[config.mk]
export PLATFORM = sky130hd
export DESIGN_NAME = pdf_string_escape_codec_flat
export DESIGN_NICKNAME = d
export VERILOG_FILES = /design/src/hdl/pse_pkg.sv /design/src/hdl/pse_req_if.sv /design/src/hdl/pse_rsp_if.sv /design/src/hdl/pse_csr_if.sv /design/src/hdl/pse_front.sv /design/src/hdl/pse_queue.sv /design/src/hdl/pse_back.sv /design/src/hdl/pdf_string_escape_codec.sv /design/src/flat_wrapper.sv
export SDC_FILE = /design/constraint.sdc
export NUM_CORES = 1
export LEC_CHECK = 0
export ABC_AREA = 1
export BUFFER_PORTS_ARGS = -buffer_cell sky130_fd_sc_hd__buf_2
export CORE_AREA = 3 3 176 178
export CTS_BUF_LIST = sky130_fd_sc_hd__clkbuf_4 sky130_fd_sc_hd__clkbuf_8
export DETAILED_ROUTE_END_ITERATION = 6
export DIE_AREA = 0 0 179 181
export GPL_ROUTABILITY_DRIVEN = 0
export PLACE_DENSITY = 0.56
export SYNTH_ARGS = -nofsm -noshare
export SYNTH_HDL_FRONTEND = slang
export SYNTH_SLANG_ARGS = --single-unit
[constraint.sdc]
create_clock -name clock -period 6.2 [get_ports clock]
set_input_delay 0.31 -clock clock [delete_from_list [all_inputs] [get_ports clock]]
set_output_delay 0.31 -clock clock [all_outputs]
set_load 0.01 [all_outputs]
[src/hdl/pse_pkg.sv]
// Shared types and constants for the PDF string escape codec.
// Used by the interfaces and all codec modules; depends on nothing.
package pse_pkg;

   localparam int BYTE_WIDTH     = 8;
   localparam int CAP_WIDTH      = 24;
   localparam int CSR_IDX_WIDTH  = 4;
   localparam int ENTRY_BYTES    = 4;
   localparam int ENTRY_CNT_W    = 3;

   typedef enum logic [1:0] {
      MODE_LITERAL = 2'd0,
      MODE_NAME    = 2'd1,
      MODE_HEX_ENC = 2'd2,
      MODE_HEX_DEC = 2'd3
   } pse_mode_type;

   localparam logic [CSR_IDX_WIDTH-1:0] CSR_MODE     = 4'd0;
   localparam logic [CSR_IDX_WIDTH-1:0] CSR_CAPACITY = 4'd1;

   typedef struct packed {
      logic [ENTRY_BYTES-1:0][BYTE_WIDTH-1:0] bytes;
      logic [ENTRY_CNT_W-1:0]                 count;
      logic                                   last;
      logic                                   ovf;
   } pse_entry_type;

endpackage

[src/hdl/pse_req_if.sv]
// Input byte channel of the PDF string escape codec.
// Depends on pse_pkg for field widths.
interface pse_req_if;
   logic                            valid;
   logic                            ready;
   logic [pse_pkg::BYTE_WIDTH-1:0]  in_byte;
   logic                            last_byte;

   modport source (output valid, in_byte, last_byte, input ready);
   modport sink   (input valid, in_byte, last_byte, output ready);
endinterface

[src/hdl/pse_rsp_if.sv]
// Result byte channel of the PDF string escape codec.
// Depends on pse_pkg for field widths.
interface pse_rsp_if;
   logic                            valid;
   logic                            ready;
   logic [pse_pkg::BYTE_WIDTH-1:0]  out_byte;
   logic                            byte_valid;
   logic                            end_of_string;
   logic                            overflow;

   modport source (output valid, out_byte, byte_valid, end_of_string, overflow, input ready);
   modport sink   (input valid, out_byte, byte_valid, end_of_string, overflow, output ready);
endinterface

[src/hdl/pse_csr_if.sv]
// Configuration write channel of the PDF string escape codec.
// Depends on pse_pkg for index and data widths.
interface pse_csr_if;
   logic                               valid;
   logic                               ready;
   logic [pse_pkg::CSR_IDX_WIDTH-1:0]  index;
   logic [pse_pkg::CAP_WIDTH-1:0]      data;

   modport source (output valid, index, data, input ready);
   modport sink   (input valid, index, data, output ready);
endinterface

[src/hdl/pse_front.sv]
// Front end: configuration registers, capacity check and per-byte escape.
// Pushes at most one entry of up to four output bytes per transfer into the queue.
// Depends on pse_pkg, pse_req_if and pse_csr_if.
module pse_front #(
   parameter int COUNT_WIDTH = 24
) (
   input  logic                   clock,
   input  logic                   reset,
   pse_req_if.sink                req_if,
   pse_csr_if.sink                csr_if,
   output logic                   push_valid,
   input  logic                   push_ready,
   output pse_pkg::pse_entry_type push_entry
);

   localparam int EW = ((COUNT_WIDTH > pse_pkg::CAP_WIDTH) ?
                        COUNT_WIDTH : pse_pkg::CAP_WIDTH) + 1;
   localparam logic [EW-1:0] COUNT_MAX =
      {{(EW-COUNT_WIDTH){1'b0}}, {COUNT_WIDTH{1'b1}}};

   localparam logic [7:0] CH_BSLASH = 8'd92;
   localparam logic [7:0] CH_HASH   = 8'd35;
   localparam logic [7:0] CH_ZERO   = 8'd48;

   pse_pkg::pse_mode_type             mode_ff;
   logic [pse_pkg::CAP_WIDTH-1:0]     capacity_ff;
   logic [COUNT_WIDTH-1:0]            bytes_written_ff, bytes_written_in;
   logic [3:0]                        pending_nibble_ff, pending_nibble_in;
   logic                              nibble_waiting_ff, nibble_waiting_in;
   logic                              overflowed_ff, overflowed_in;

   logic [7:0]     c;
   logic           last;
   logic           accept;
   logic [2:0]     margin;
   logic [EW-1:0]  cap_ext, cap_eff, sum;
   logic           ovf_now;
   logic [3:0][7:0] b;
   logic [2:0]     n;
   logic           hex_ok;
   logic [3:0]     hex_val;
   logic           wait_next;
   logic [3:0]     pend_next;

   function automatic logic [7:0] hex_ascii(input logic [3:0] v);
      logic [7:0] r;
      if (v < 4'd10) begin
         r = 8'd48 + {4'd0, v};
      end else begin
         r = 8'd55 + {4'd0, v};
      end
      return r;
   endfunction

   function automatic logic is_delim(input logic [7:0] x);
      return x == 8'd35 || x == 8'd37 || x == 8'd40 || x == 8'd41 || x == 8'd47 ||
             x == 8'd60 || x == 8'd62 || x == 8'd91 || x == 8'd93 || x == 8'd123 ||
             x == 8'd125;
   endfunction

   assign c      = req_if.in_byte;
   assign last   = req_if.last_byte;
   assign req_if.ready = push_ready;
   assign accept = req_if.valid && push_ready;
   assign csr_if.ready = 1'b1;

   always_comb begin
      case (mode_ff)
         pse_pkg::MODE_LITERAL: margin = 3'd4;
         pse_pkg::MODE_NAME:    margin = 3'd3;
         pse_pkg::MODE_HEX_ENC: margin = 3'd2;
         default:               margin = 3'd1;
      endcase
      cap_ext = EW'(capacity_ff);
      cap_eff = (cap_ext > COUNT_MAX) ? COUNT_MAX : cap_ext;
      sum     = EW'(bytes_written_ff) + EW'(margin);
      ovf_now = overflowed_ff || (sum >= cap_eff);
   end

   always_comb begin
      hex_ok  = 1'b1;
      hex_val = 4'd0;
      if (c >= 8'd48 && c <= 8'd57) begin
         hex_val = c[3:0];
      end else if ((c >= 8'd65 && c <= 8'd70) || (c >= 8'd97 && c <= 8'd102)) begin
         hex_val = c[3:0] + 4'd9;
      end else begin
         hex_ok = 1'b0;
      end
   end

   always_comb begin
      b         = '0;
      n         = 3'd0;
      wait_next = nibble_waiting_ff;
      pend_next = pending_nibble_ff;
      if (!ovf_now) begin
         case (mode_ff)
            pse_pkg::MODE_LITERAL: begin
               if (c < 8'd33 || c > 8'd126) begin
                  b[0] = CH_BSLASH;
                  b[1] = CH_ZERO + {6'd0, c[7:6]};
                  b[2] = CH_ZERO + {5'd0, c[5:3]};
                  b[3] = CH_ZERO + {5'd0, c[2:0]};
                  n    = 3'd4;
               end else if (c == 8'd40 || c == 8'd41 || c == CH_BSLASH) begin
                  b[0] = CH_BSLASH;
                  b[1] = c;
                  n    = 3'd2;
               end else begin
                  b[0] = c;
                  n    = 3'd1;
               end
            end
            pse_pkg::MODE_NAME: begin
               if (c == 8'd0) begin
                  n = 3'd0;
               end else if (c <= 8'd32 || c >= 8'd127 || is_delim(c)) begin
                  b[0] = CH_HASH;
                  b[1] = hex_ascii(c[7:4]);
                  b[2] = hex_ascii(c[3:0]);
                  n    = 3'd3;
               end else begin
                  b[0] = c;
                  n    = 3'd1;
               end
            end
            pse_pkg::MODE_HEX_ENC: begin
               b[0] = hex_ascii(c[7:4]);
               b[1] = hex_ascii(c[3:0]);
               n    = 3'd2;
            end
            default: begin
               if (hex_ok) begin
                  if (!nibble_waiting_ff) begin
                     pend_next = hex_val;
                     wait_next = 1'b1;
                  end else begin
                     b[0]      = {pending_nibble_ff, hex_val};
                     n         = 3'd1;
                     wait_next = 1'b0;
                  end
               end
               if (last && wait_next) begin
                  b[0]      = {pend_next, 4'd0};
                  n         = 3'd1;
                  wait_next = 1'b0;
               end
            end
         endcase
      end
   end

   always_comb begin
      push_valid       = accept && (n != 3'd0 || last);
      push_entry.bytes = b;
      push_entry.count = n;
      push_entry.last  = last;
      push_entry.ovf   = ovf_now;

      bytes_written_in  = bytes_written_ff;
      nibble_waiting_in = nibble_waiting_ff;
      overflowed_in     = overflowed_ff;
      pending_nibble_in = pending_nibble_ff;
      if (accept) begin
         pending_nibble_in = pend_next;
         if (last) begin
            bytes_written_in  = '0;
            nibble_waiting_in = 1'b0;
            overflowed_in     = 1'b0;
         end else begin
            bytes_written_in  = bytes_written_ff + COUNT_WIDTH'(n);
            nibble_waiting_in = wait_next;
            overflowed_in     = ovf_now;
         end
      end
   end

   always_ff @(posedge clock) begin
      if (reset) begin
         mode_ff           <= pse_pkg::MODE_LITERAL;
         capacity_ff       <= '1;
         bytes_written_ff  <= '0;
         pending_nibble_ff <= '0;
         nibble_waiting_ff <= 1'b0;
         overflowed_ff     <= 1'b0;
      end else begin
         bytes_written_ff  <= bytes_written_in;
         pending_nibble_ff <= pending_nibble_in;
         nibble_waiting_ff <= nibble_waiting_in;
         overflowed_ff     <= overflowed_in;
         if (csr_if.valid) begin
            case (csr_if.index)
               pse_pkg::CSR_MODE:     mode_ff <= pse_pkg::pse_mode_type'(csr_if.data[1:0]);
               pse_pkg::CSR_CAPACITY: capacity_ff <= csr_if.data;
               default: ;
            endcase
         end
      end
   end

endmodule

[src/hdl/pse_queue.sv]
// Short entry queue between the codec front and back ends.
// Depends on pse_pkg for the entry type.
module pse_queue #(
   parameter int DEPTH = 4
) (
   input  logic                   clock,
   input  logic                   reset,
   input  logic                   push_valid,
   output logic                   push_ready,
   input  pse_pkg::pse_entry_type push_entry,
   output logic                   pop_valid,
   input  logic                   pop_ready,
   output pse_pkg::pse_entry_type pop_entry
);

   localparam int PW = (DEPTH > 1) ? $clog2(DEPTH) : 1;
   localparam int CW = $clog2(DEPTH + 1);

   pse_pkg::pse_entry_type mem_ff [DEPTH];
   logic [PW-1:0] wr_ptr_ff, wr_ptr_in;
   logic [PW-1:0] rd_ptr_ff, rd_ptr_in;
   logic [CW-1:0] count_ff, count_in;
   logic          do_push, do_pop;

   assign push_ready = (count_ff != CW'(DEPTH));
   assign pop_valid  = (count_ff != '0);
   assign pop_entry  = mem_ff[rd_ptr_ff];
   assign do_push    = push_valid && push_ready;
   assign do_pop     = pop_valid && pop_ready;

   always_comb begin
      wr_ptr_in = wr_ptr_ff;
      rd_ptr_in = rd_ptr_ff;
      count_in  = count_ff;
      if (do_push) begin
         wr_ptr_in = (wr_ptr_ff == PW'(DEPTH - 1)) ? '0 : wr_ptr_ff + PW'(1);
      end
      if (do_pop) begin
         rd_ptr_in = (rd_ptr_ff == PW'(DEPTH - 1)) ? '0 : rd_ptr_ff + PW'(1);
      end
      if (do_push && !do_pop) begin
         count_in = count_ff + CW'(1);
      end else if (do_pop && !do_push) begin
         count_in = count_ff - CW'(1);
      end
   end

   always_ff @(posedge clock) begin
      if (reset) begin
         wr_ptr_ff <= '0;
         rd_ptr_ff <= '0;
         count_ff  <= '0;
      end else begin
         wr_ptr_ff <= wr_ptr_in;
         rd_ptr_ff <= rd_ptr_in;
         count_ff  <= count_in;
      end
   end

   always_ff @(posedge clock) begin
      if (do_push) begin
         mem_ff[wr_ptr_ff] <= push_entry;
      end
   end

endmodule

[src/hdl/pse_back.sv]
// Back end: unpacks queued entries into one result byte per transfer.
// Depends on pse_pkg and pse_rsp_if.
module pse_back (
   input  logic                   clock,
   input  logic                   reset,
   input  logic                   pop_valid,
   output logic                   pop_ready,
   input  pse_pkg::pse_entry_type pop_entry,
   pse_rsp_if.source              rsp_if
);

   pse_pkg::pse_entry_type ent_ff, ent_in;
   logic       busy_ff, busy_in;
   logic [1:0] idx_ff, idx_in;
   logic       rsp_valid_ff, rsp_valid_in;
   logic [7:0] out_byte_ff, out_byte_in;
   logic       byte_valid_ff, byte_valid_in;
   logic       eos_ff, eos_in;
   logic       ovf_ff, ovf_in;

   logic       out_free, emitting, finishing;
   logic [1:0] last_idx;

   always_comb begin
      out_free  = !rsp_valid_ff || rsp_if.ready;
      emitting  = busy_ff && out_free;
      last_idx  = (ent_ff.count == '0) ? 2'd0 : 2'(ent_ff.count - 3'd1);
      finishing = emitting && (idx_ff == last_idx);
      pop_ready = !busy_ff || finishing;

      ent_in        = ent_ff;
      busy_in       = busy_ff;
      idx_in        = idx_ff;
      rsp_valid_in  = rsp_valid_ff && !rsp_if.ready;
      out_byte_in   = out_byte_ff;
      byte_valid_in = byte_valid_ff;
      eos_in        = eos_ff;
      ovf_in        = ovf_ff;

      if (emitting) begin
         rsp_valid_in  = 1'b1;
         out_byte_in   = ent_ff.bytes[idx_ff];
         byte_valid_in = (ent_ff.count != '0);
         eos_in        = ent_ff.last && (idx_ff == last_idx);
         ovf_in        = ent_ff.ovf;
         idx_in        = idx_ff + 2'd1;
         if (finishing) begin
            busy_in = 1'b0;
         end
      end
      if (pop_valid && pop_ready) begin
         ent_in  = pop_entry;
         busy_in = 1'b1;
         idx_in  = 2'd0;
      end
   end

   always_ff @(posedge clock) begin
      if (reset) begin
         busy_ff      <= 1'b0;
         idx_ff       <= '0;
         rsp_valid_ff <= 1'b0;
      end else begin
         busy_ff      <= busy_in;
         idx_ff       <= idx_in;
         rsp_valid_ff <= rsp_valid_in;
      end
   end

   always_ff @(posedge clock) begin
      ent_ff        <= ent_in;
      out_byte_ff   <= out_byte_in;
      byte_valid_ff <= byte_valid_in;
      eos_ff        <= eos_in;
      ovf_ff        <= ovf_in;
   end

   assign rsp_if.valid         = rsp_valid_ff;
   assign rsp_if.out_byte      = out_byte_ff;
   assign rsp_if.byte_valid    = byte_valid_ff;
   assign rsp_if.end_of_string = eos_ff;
   assign rsp_if.overflow      = ovf_ff;

endmodule

[src/hdl/pdf_string_escape_codec.sv]
// PDF string escape codec: literal string escape, name escape, hex encode and
// hex decode of a byte stream, with an output capacity limit and sticky overflow.
// Channels: req_if takes one source byte and its last_byte mark per transfer;
// rsp_if gives one result byte per transfer with byte_valid, end_of_string and
// overflow; csr_if writes mode (index 0) and out_capacity (index 1), always ready.
// A source byte expands into zero to four result bytes; a final byte that yields
// none gives one bare end marker with byte_valid low.
// A byte's first result passes the entry queue, the back end's entry register
// and the result register. Throughput: one source byte per cycle while the
// queue has room, one result byte per cycle while the receiver is ready, up to
// four per byte (for an octal escape), through the single-byte result register.
// The front end and the back end meet at a QUEUE_DEPTH entry queue; when the
// receiver stalls, the result register holds, the queue fills, and req_if.ready
// drops once the queue is full.
// Reset clears the queue, the result register, the string state, mode to
// literal escape and out_capacity to all ones.
// Depends on pse_pkg, the three channel interfaces, pse_front, pse_queue, pse_back.
module pdf_string_escape_codec #(
   parameter int COUNT_WIDTH = 24,
   parameter int QUEUE_DEPTH = 4
) (
   input  logic       clock,
   input  logic       reset,
   pse_req_if.sink    req_if,
   pse_rsp_if.source  rsp_if,
   pse_csr_if.sink    csr_if
);

   logic                   push_valid, push_ready;
   pse_pkg::pse_entry_type push_entry;
   logic                   pop_valid, pop_ready;
   pse_pkg::pse_entry_type pop_entry;

   pse_front #(
      .COUNT_WIDTH (COUNT_WIDTH)
   ) u_front (
      .clock      (clock),
      .reset      (reset),
      .req_if     (req_if),
      .csr_if     (csr_if),
      .push_valid (push_valid),
      .push_ready (push_ready),
      .push_entry (push_entry)
   );

   pse_queue #(
      .DEPTH (QUEUE_DEPTH)
   ) u_queue (
      .clock      (clock),
      .reset      (reset),
      .push_valid (push_valid),
      .push_ready (push_ready),
      .push_entry (push_entry),
      .pop_valid  (pop_valid),
      .pop_ready  (pop_ready),
      .pop_entry  (pop_entry)
   );

   pse_back u_back (
      .clock     (clock),
      .reset     (reset),
      .pop_valid (pop_valid),
      .pop_ready (pop_ready),
      .pop_entry (pop_entry),
      .rsp_if    (rsp_if)
   );

endmodule
[src/flat_wrapper.sv]
// flat-port wrapper written by rule: the top's interface ports become plain ports
module pdf_string_escape_codec_flat 
#(
   parameter int COUNT_WIDTH = 24,
   parameter int QUEUE_DEPTH = 4
)
  (clock, reset, req_if_valid, req_if_in_byte, req_if_last_byte, req_if_ready, rsp_if_valid, rsp_if_out_byte, rsp_if_byte_valid, rsp_if_end_of_string, rsp_if_overflow, rsp_if_ready, csr_if_valid, csr_if_index, csr_if_data, csr_if_ready);
  pse_req_if req_if_i ();
  pse_rsp_if rsp_if_i ();
  pse_csr_if csr_if_i ();
  input  logic clock;
  input  logic reset;
  input wire logic [$bits(req_if_i.valid)-1:0] req_if_valid;
  input wire logic [$bits(req_if_i.in_byte)-1:0] req_if_in_byte;
  input wire logic [$bits(req_if_i.last_byte)-1:0] req_if_last_byte;
  output wire logic [$bits(req_if_i.ready)-1:0] req_if_ready;
  output wire logic [$bits(rsp_if_i.valid)-1:0] rsp_if_valid;
  output wire logic [$bits(rsp_if_i.out_byte)-1:0] rsp_if_out_byte;
  output wire logic [$bits(rsp_if_i.byte_valid)-1:0] rsp_if_byte_valid;
  output wire logic [$bits(rsp_if_i.end_of_string)-1:0] rsp_if_end_of_string;
  output wire logic [$bits(rsp_if_i.overflow)-1:0] rsp_if_overflow;
  input wire logic [$bits(rsp_if_i.ready)-1:0] rsp_if_ready;
  input wire logic [$bits(csr_if_i.valid)-1:0] csr_if_valid;
  input wire logic [$bits(csr_if_i.index)-1:0] csr_if_index;
  input wire logic [$bits(csr_if_i.data)-1:0] csr_if_data;
  output wire logic [$bits(csr_if_i.ready)-1:0] csr_if_ready;
  assign req_if_i.valid = req_if_valid;
  assign req_if_i.in_byte = req_if_in_byte;
  assign req_if_i.last_byte = req_if_last_byte;
  assign req_if_ready = req_if_i.ready;
  assign rsp_if_valid = rsp_if_i.valid;
  assign rsp_if_out_byte = rsp_if_i.out_byte;
  assign rsp_if_byte_valid = rsp_if_i.byte_valid;
  assign rsp_if_end_of_string = rsp_if_i.end_of_string;
  assign rsp_if_overflow = rsp_if_i.overflow;
  assign rsp_if_i.ready = rsp_if_ready;
  assign csr_if_i.valid = csr_if_valid;
  assign csr_if_i.index = csr_if_index;
  assign csr_if_i.data = csr_if_data;
  assign csr_if_ready = csr_if_i.ready;
  pdf_string_escape_codec #(.COUNT_WIDTH(COUNT_WIDTH), .QUEUE_DEPTH(QUEUE_DEPTH)) u_core (.clock(clock), .reset(reset), .req_if(req_if_i), .rsp_if(rsp_if_i), .csr_if(csr_if_i));
endmodule
# [Word-level counts from Yosys, hierarchy flattened]
# Memories as Yosys holds them, arrays and structs flattened. A register that Yosys moved wholly into a read port is not among the register bits.
# Index checks and enable logic that the tools add are counted.
[classes] add_sub_neg=16 magnitude_cmp=14 eq_ne=21 muxes=56 bitwise_logic=2 reduce_logical=56
[op_table] cell="8-bit two-way mux" count=8
[op_table] cell="8-bit by 6-bit equality test with 1-bit output (second input constant)" count=7
[op_table] cell="24-bit two-way mux" count=2
[op_table] cell="8-bit case mux with 3 select lines" count=2
[op_table] cell="8-bit by 7-bit equality test with 1-bit output (second input constant)" count=5
[op_table] cell="16-bit two-way mux" count=2
[op_table] cell="32-bit two-way mux" count=1
[op_table] cell="6-bit by 4-bit adder with 7-bit output (first input constant)" count=4
[op_table] cell="24-bit by 3-bit adder with 25-bit output" count=1
[op_table] cell="25-bit by 24-bit greater-or-equal comparator with 1-bit output" count=1
[op_table] cell="24-bit by 3-bit adder with 24-bit output" count=1
[op_table] cell="8-bit by 7-bit greater-or-equal comparator with 1-bit output (second input constant)" count=3
[op_table] cell="1-bit logical OR" count=20
[op_table] cell="1-bit two-way mux" count=19
[op_table] cell="3-bit two-way mux" count=6
[op_table] cell="3-bit case mux with 3 select lines" count=2
[op_table] cell="8-bit binary-select mux with 2-bit select" count=1
[op_table] cell="8-bit by 6-bit <= comparator with 1-bit output (second input constant)" count=2
[op_table] cell="8-bit by 7-bit <= comparator with 1-bit output (second input constant)" count=2
[op_table] cell="4-bit two-way mux" count=4
[op_table] cell="8-bit case mux with 2 select lines" count=1
[op_table] cell="15-bit two-way mux" count=1
[op_table] cell="6-bit by 3-bit adder with 7-bit output (first input constant)" count=2
[op_table] cell="1-bit logical AND" count=14
[op_table] cell="32 further kinds" count=54
[totals] regBits=78 ramBits=148 inputBits=42 n_memories=1
[memory_table] memory="u_core.u_queue.mem_ff" depth=4 width=37 rd=1 rd_clocked_by_memory_dff=1 write_ports=1 line="pse_queue.sv:19" text="pse_pkg::pse_entry_type mem_ff [DEPTH];"

# [Longest topological paths before layout]
# Gate-level depths: netlist (run 1).
[logic_depth] ltp_word=24 mapped_depth=41

# [Hierarchy]
# A second synthesis (run 1) with hierarchy kept.
[hier_totals] hier_cells=1371 hier_area_um2=12993.7
[modules_own_cells] mod="pse_queue" n_inst=1 cells_per_inst=427 area_per_inst_um2=5982.0 seq_area_each_um2=4624.4
[modules_own_cells] mod="pse_front" n_inst=1 cells_per_inst=811 area_per_inst_um2=5071.1 seq_area_each_um2=1121.1
[modules_own_cells] mod="pse_back" n_inst=1 cells_per_inst=133 area_per_inst_um2=1940.6 seq_area_each_um2=1521.5

# [Worst setup path before layout (run 1)]
# No wires, ideal clock.
[synth_path] path_kind="register to register" from="reg u_core.u_front.mode_ff[0]" to="reg u_core.u_front.bytes_written_ff[18]" setup_ns=0.070 arrival_time_ns=5.222 t_required_ns=6.130 setup_slack_ns=0.908 path_stages_with_launch=42 period_less_slack_ns=5.292 cell_sequence="dfxtp_1 > ha_1 > clkbuf_1 > or2_2 > ha_1 > inv_1 > fa_1 > inv_1 > nand2_1 > nand2_1 > nand2_1 > nor2_1 > nand2_1 > nor2_1 > nand2_1 > xor2_1 > inv_1 > ha_1 > [... 6 more ...] > nor2_1 > nand2_2 > nor2_4 > nand3_1 > inv_1 > ha_1 > fa_1 > nand2_1 > a21oi_1 > nand2_2 > nor2_2 > inv_2 > nor2_1 > inv_1 > nor3_2 > nand3_1 > or2_0 > a21oi_1"
[synth_lines] item="from (decl)" line="pse_front.sv:25" text="pse_pkg::pse_mode_type mode_ff;"
[synth_lines] item="from (signal assigned)" line="pse_front.sv:181" text="mode_ff <= pse_pkg::MODE_LITERAL;"
[synth_lines] item="from (signal assigned)" line="pse_front.sv:194" text="pse_pkg::CSR_MODE: mode_ff <= pse_pkg::pse_mode_type'(csr_if.data[1:0]);"
[synth_lines] item="to (signal assigned)" line="pse_front.sv:188" text="bytes_written_ff <= bytes_written_in;"
[synth_lines] item="to (decl)" line="pse_front.sv:27" text="logic [COUNT_WIDTH-1:0] bytes_written_ff, bytes_written_in;"

==> run metrics, run 1 <==
Worst Setup SP u_core.u_front.mode_ff[1]; core area 29600 um2; clock-pin slew on the worst setup and hold paths 0.06 ns; relative slew slack 0.165; via/cell ratio 5.04; chip width 179 um; Worst Path Required 6.68 ns; most used cell, CP nand2_1; Clk pwr share 0.299; Post-Route WL 28400 um; Worst Skew 0.0286 ns; hold slack 0.0269 ns; DR WL/cell 16.1 um; CP endpoint kind register; chip height 181 um; Distinct cells, synth 51; Layout area overhead 14.7%; commonest cells after routing, fill and taps aside edfxtp_1 (171), nand2_1 (159), nor2_1 (159), o21ai_0 (144), inv_1 (134); deepest clock path buffer count 3; Synth Flop Type edfxtp_1; FF-to-FF End u_core.u_front.bytes_written_ff[18]; IO Pins 56; grt ovf 0; CTS tree yes; largest cells by area after synthesis edfxtp_1 (44%), dfxtp_1 (11%), o21ai_0 (6.1%), ha_1 (5.4%), nor2_1 (5.2%); Site Rows 63; detailed placement HPWL 18800 um; CTS Buf Count 41; final-stage net count 1444; CTS Sinks 238; Combinational Power Share 0.229; drc violations 0; Yosys reg bits 238; sequential share of power 0.472; CP max-delay cell fa_1; leakage 5.46 nW; Cell Area, Placed 12500 um2; fmax 180 MHz; DIE AREA 32400 um2; worst stage delay on the critical path 0.39 ns; mapped cell area 11800 um2; largest family of logic cells by synthesized area simple AND/OR/NAND/NOR gates; Post-Synth Adder-Cell Area 0.0592; Clock Latency Late Sink 0.55 ns; met2 routed WL 12400 um; clock root cell clkbuf_8; Finished Cell Area 13500 um2; post-synthesis compound-gate area fraction 0.142; flop-to-flop setup slack 0.66 ns; WL met3 1580 um; Final Util 0.457; reg2reg path depth 41; max-slew violations 0; worst-path maximum fanout 5; worst slew pin tran 1.25 ns; Post-synth EDFFs 171; Hold Crit Class in -> reg; outcome finished, final reports clean; Switching Share 0.317; WS Path Type reg -> reg; Via Count 8867; number of diodes 0; pwr dens 340 nW/um2; Critical path destination u_core.u_front.bytes_written_ff[18]; first-pass GRT wire length 44900 um; reg2reg start u_core.u_front.mode_ff[1]; layout cells sized above 1 0.142; met1 wire length 14000 um; PortBufs 54; Synth Area in XOR/XNOR 0.0215; Avg Cell Area, Syn 9.41 um2; most common cell after layout, fill and taps aside edfxtp_1; H-tree levels 2; startpoint type of the worst setup path register; initial antenna violation count 0; # Max-Cap Violations 0; simple-gate share of the synthesized area 0.166; largest net degree at the start of global routing 68; First-pass DRT Iterations 5; Final Hold Fails 0; max layer used met4; asr flop ratio synth 0; unrepaired setup endpoints after global routing false; mux share of post-synthesis cell area 0; Tmin final 5.54 ns; DRT iter0 DRCs 791; CP arrival 6.02 ns; antenna-violating nets left 0; synth warn 0; Setup TNS Final 0 ns; top cell type's share of synthesized area 0.436; net switching power 1.45 mW; Cells after Synth 1252; vias in the first global route 8278; fin crit share 0.894; initial core utilization 0.399; Final setup viols 0; Seq/Total Area, Yosys 0.549; Power Internal 3.14 mW; Peak VDD IR 0.170 mV; area leader, netlist edfxtp_1; Overall Global Routing Usage 0.175
[worst min path at each step]
stage,endpoint,startpoint,cells past startpoint
2_1_floorplan,u_core.u_back.rsp_if.overflow,u_core.u_back.ent_ff[0],0
3_3_place_gp,u_core.u_back.rsp_if.overflow,u_core.u_back.ent_ff[0],0
3_5_place_dp,u_core.u_back.rsp_if.overflow,u_core.u_back.ent_ff[0],0
4_1_cts,u_core.u_front.capacity_ff[22],csr_if_data[22],3
5_1_grt,u_core.u_back.rsp_if.valid,rsp_if_ready,4
6_report,u_core.u_front.capacity_ff[22],csr_if_data[22],3
[through the flow]
| stage | std cells | total power, mW | setup WS (ns) |
|---|---|---|---|
| floorplan | 1255 | 2.89 | 0.908 |
| global placement | 1672 | 3.24 | 0.645 |
| detailed placement | 1672 | 3.25 | 0.456 |
| CTS | 1761 | 4.65 | 0.417 |
| global route | 1761 | 4.87 | 0.00309 |
| finish | 1761 | 4.59 | 0.657 |
[flip-flops by register name (all words and copies together) (netlist names), 2 cells and up]
| register | flops |
|---|---|
| u_core.u_queue.mem_ff | 128 |
| u_core.u_back.ent_ff | 32 |
| u_core.u_front.bytes_written_ff | 24 |
| u_core.u_front.capacity_ff | 24 |
| u_core.u_back.rsp_if.out_byte | 8 |
| u_core.u_front.pending_nibble_ff | 4 |
| u_core.u_queue.count_ff | 3 |
| u_core.u_back.idx_ff | 2 |
| u_core.u_front.mode_ff | 2 |
| u_core.u_queue.rd_ptr_ff | 2 |
| u_core.u_queue.wr_ptr_ff | 2 |
[logic make-up (layout without fill, tap and decap cells)]
logic type                 after synthesis  after routing
other                                    2              5
xor gates and xnor gates                29             29
and+or+nand+nor                        436            436
adders and majority gates               54             54
AOI/OAI and AO/OA                      308            308
buffers and inverters                  185            301
DFF                                    238            238
[final cells by class]
cell class                      instances  area, um2
Sequential cell                       238       6480
Multi-Input combinational cell        832       4630
Fill cell                            2821      16000
Tap cell                              390        488
Inverter                              145        552
Clock buffer                           49        624
Timing Repair Buffer                   90        598
Clock inverter                         17        144
[repair_timing]
item                                    4_1_cts  5_1_grt
setup buffers                                 0        0
hold buffers                                 23        0
endpoints found under the hold margin        23        0
gates resized for setup                       0        9
endpoints found under the setup margin        0        9
[Yosys cell counts (4+ instances only)]
cell type and count:
a21oi_1 84, a31oi_1 10, buf_1 4, clkbuf_1 30
dfxtp_1 67, edfxtp_1 171, ha_1 51, inv_1 135
inv_2 5, nand2_1 160, nand2_2 14, nand2_4 4
nand3_1 40, nand3_2 4, nand4_1 6, nor2_1 163
nor2_2 10, nor2_4 7, nor3_1 15, nor4_1 4
o21ai_0 144, o21ai_1 7, o221ai_1 4, o22ai_1 40
xnor2_1 4, xor2_1 25
[per-layer routing]
layer,vias up,GRT usage
li1,4481,-
met1,4116,0.265
met2,231,0.263
met3,39,0.0284
met4,0,0.0411
met5,-,0
[worst max-delay path, delay by kind of cell, from the launching register on]
kind | cells | cell delay [ns]
fa+ha+maj | 6 | 1.48
xor+xnor | 1 | 0.13
compound gates | 2 | 0.28
flops | 1 | 0.32
simple gates | 25 | 2.73
buf+inv | 7 | 0.54
[power by group through the flow]
stage          Sequential [mW]  Clock, mW  Combinational (mW)
2_1_floorplan             2.19          0               0.694
3_3_place_gp              2.20          0                1.05
3_5_place_dp              2.20          0                1.05
4_1_cts                   2.17       1.42                1.07
5_1_grt                   2.19       1.49                1.19
6_report                  2.17       1.37                1.05
No activity file was read; power rests on OpenSTA's default activity.
==> run 2: changes to the inputs <==
Settings changed: PLACE_DENSITY 0.56 to not set.
==> run metrics, run 2 (synthesis results as in run 1) <==
outcome finished, final reports clean; initial core utilization 0.399 (unchanged); CP max-delay cell fa_1; Final setup viols 0 (unchanged); CP arrival 6.04 ns (+0.02 ns); first-pass GRT wire length 44300 um (-1.2%); pwr dens 344 nW/um2 (+1.2%); core area 29600 um2 (unchanged); CTS Sinks 238 (unchanged); Peak VDD IR 0.171 mV (+0.73%); DIE AREA 32400 um2 (unchanged); number of diodes 0 (unchanged); chip height 181 um (unchanged); via/cell ratio 5.04 (about the same); most common cell after layout, fill and taps aside edfxtp_1; Final Hold Fails 0 (unchanged); DRT iter0 DRCs 563 (-29%); Reg with most FFs u_core.u_queue.mem_ff; largest net degree at the start of global routing 68 (unchanged); drc violations 0 (unchanged); Worst Path Required 6.69 ns (about the same); detailed placement HPWL 18400 um (-2.0%); PortBufs 54 (unchanged); Top Registers u_core.u_queue.mem_ff x128, u_core.u_back.ent_ff x32; vias in the first global route 8548 (+3.3%); Setup Fix Bufs, Post-CTS 0 (unchanged); leakage 5.52 nW (+1.0%); fin crit share 0.894 (about the same); final-stage net count 1443 (-0.069%); Filler cells 2863 (+1.5%); worst stage delay on the critical path 0.40 ns (about the same); CP Buf/Inv Count 7 (unchanged); max-slew violations 0 (unchanged); clock root cell clkbuf_8; deepest clock path buffer count 3 (unchanged); CP endpoint kind register; initial antenna violation count 1 (+1); Worst Skew 0.0428 ns (+0.0141 ns); Post-Route WL 27200 um (-4.2%); First-pass DRT Iterations 5 (unchanged); CTS Buf Count 43 (+4.9%); DR WL/cell 15.4 um (-4.5%); Clock Latency Late Sink 0.56 ns (about the same); most used cell, CP nand2_1; unrepaired setup endpoints after global routing false; fmax 180 MHz (about the same); CTS tree yes; worst-path maximum fanout 5 (unchanged); # Max-Cap Violations 0 (unchanged); number of flip-flops in the largest register 128 (unchanged); H-tree levels 2 (unchanged); relative slew slack 0.205 (+0.0401); clock-pin slew on the worst setup and hold paths 0.06 ns (about the same); Hold Crit Class in -> reg; chip width 179 um (unchanged); Overall Global Routing Usage 0.169 (-0.00561); grt ovf 0 (unchanged); Layout area overhead 15.1%; worst slew pin tran 1.19 ns (-0.0601 ns); Site Rows 63 (unchanged); commonest cells after routing, fill and taps aside edfxtp_1 (171), nand2_1 (160), nor2_1 (159), o21ai_0 (143), inv_1 (134); layout cells sized above 1 0.147 (+0.00592); Setup TNS Final 0 ns (unchanged); IO Pins 56 (unchanged); startpoint type of the worst setup path register; Top delay family on crit path simple AND/OR/NAND/NOR gates; antenna-violating nets left 0 (unchanged); Via Count 8897 (+0.34%); Tmin final 5.54 ns (-0.0000730 ns); hold slack 0.0361 ns (+0.00921 ns); WS Path Type reg -> reg
## run 2: worst paths after layout
path | end | from | cells after the start | slack [ns]
worst max-delay path | u_core.u_front.bytes_written_ff[18] | u_core.u_front.mode_ff[1] | 41 | 0.66
worst min-delay path | u_core.u_front.capacity_ff[22] | csr_if_data[22] | 3 | 0.04
worst max register to register | u_core.u_front.bytes_written_ff[18] | u_core.u_front.mode_ff[1] | 41 | 0.66
worst min register to register | u_core.u_back.rsp_if.overflow | u_core.u_back.ent_ff[0] | 0 | 0.42
## run 2: worst min-delay path, cell delays in order
cell and delay (ns):
buf_2 0.07, a21oi_1 0.07, o21ai_0 0.07
## run 2: per-layer routing
layer,track usage,vias up,share of wire
met5,0,-,0.00026
met4,0.0493,2,0.023
met3,0.0311,51,0.050
met2,0.264,218,0.44
met1,0.241,4131,0.48
li1,-,4495,-
## run 2: where the power goes
| part | internal [mW] | switching, mW |
|---|---|---|
| sequential | 2.08 | 0.0959 |
| combinational | 0.307 | 0.733 |
| clock | 0.823 | 0.628 |
| total | 3.21 | 1.46 |
## run 2: metrics by stage
stage,setup WS [ns],instance area [um2],util,power (mW),std cells
floorplan,0.908,11800,-,2.89,1255
global placement,0.681,12500,0.422,3.23,1670
detailed placement,0.447,12500,0.422,3.25,1670
CTS,0.432,13600,0.458,4.73,1767
global route,0.0146,13600,0.459,4.95,1767
finish,0.657,13600,0.459,4.67,1767
## run 2: layout make-up
cell class	count	area, um2	area share
multi-input cells	832	4620	0.341
flip-flops and latches	238	6480	0.477
repair buffers	87	573	0.0422
well taps	390	488	0.0360
clock buffers	68	798	0.0588
inverters	145	552	0.0407
clock inverters	7	60.1	0.00443
## run 2: what timing repair did
item	CTS	global route
setup endpoints to repair	0	13
endpoints found under the hold margin	22	0
resized for setup	0	8
hold buffers	22	0
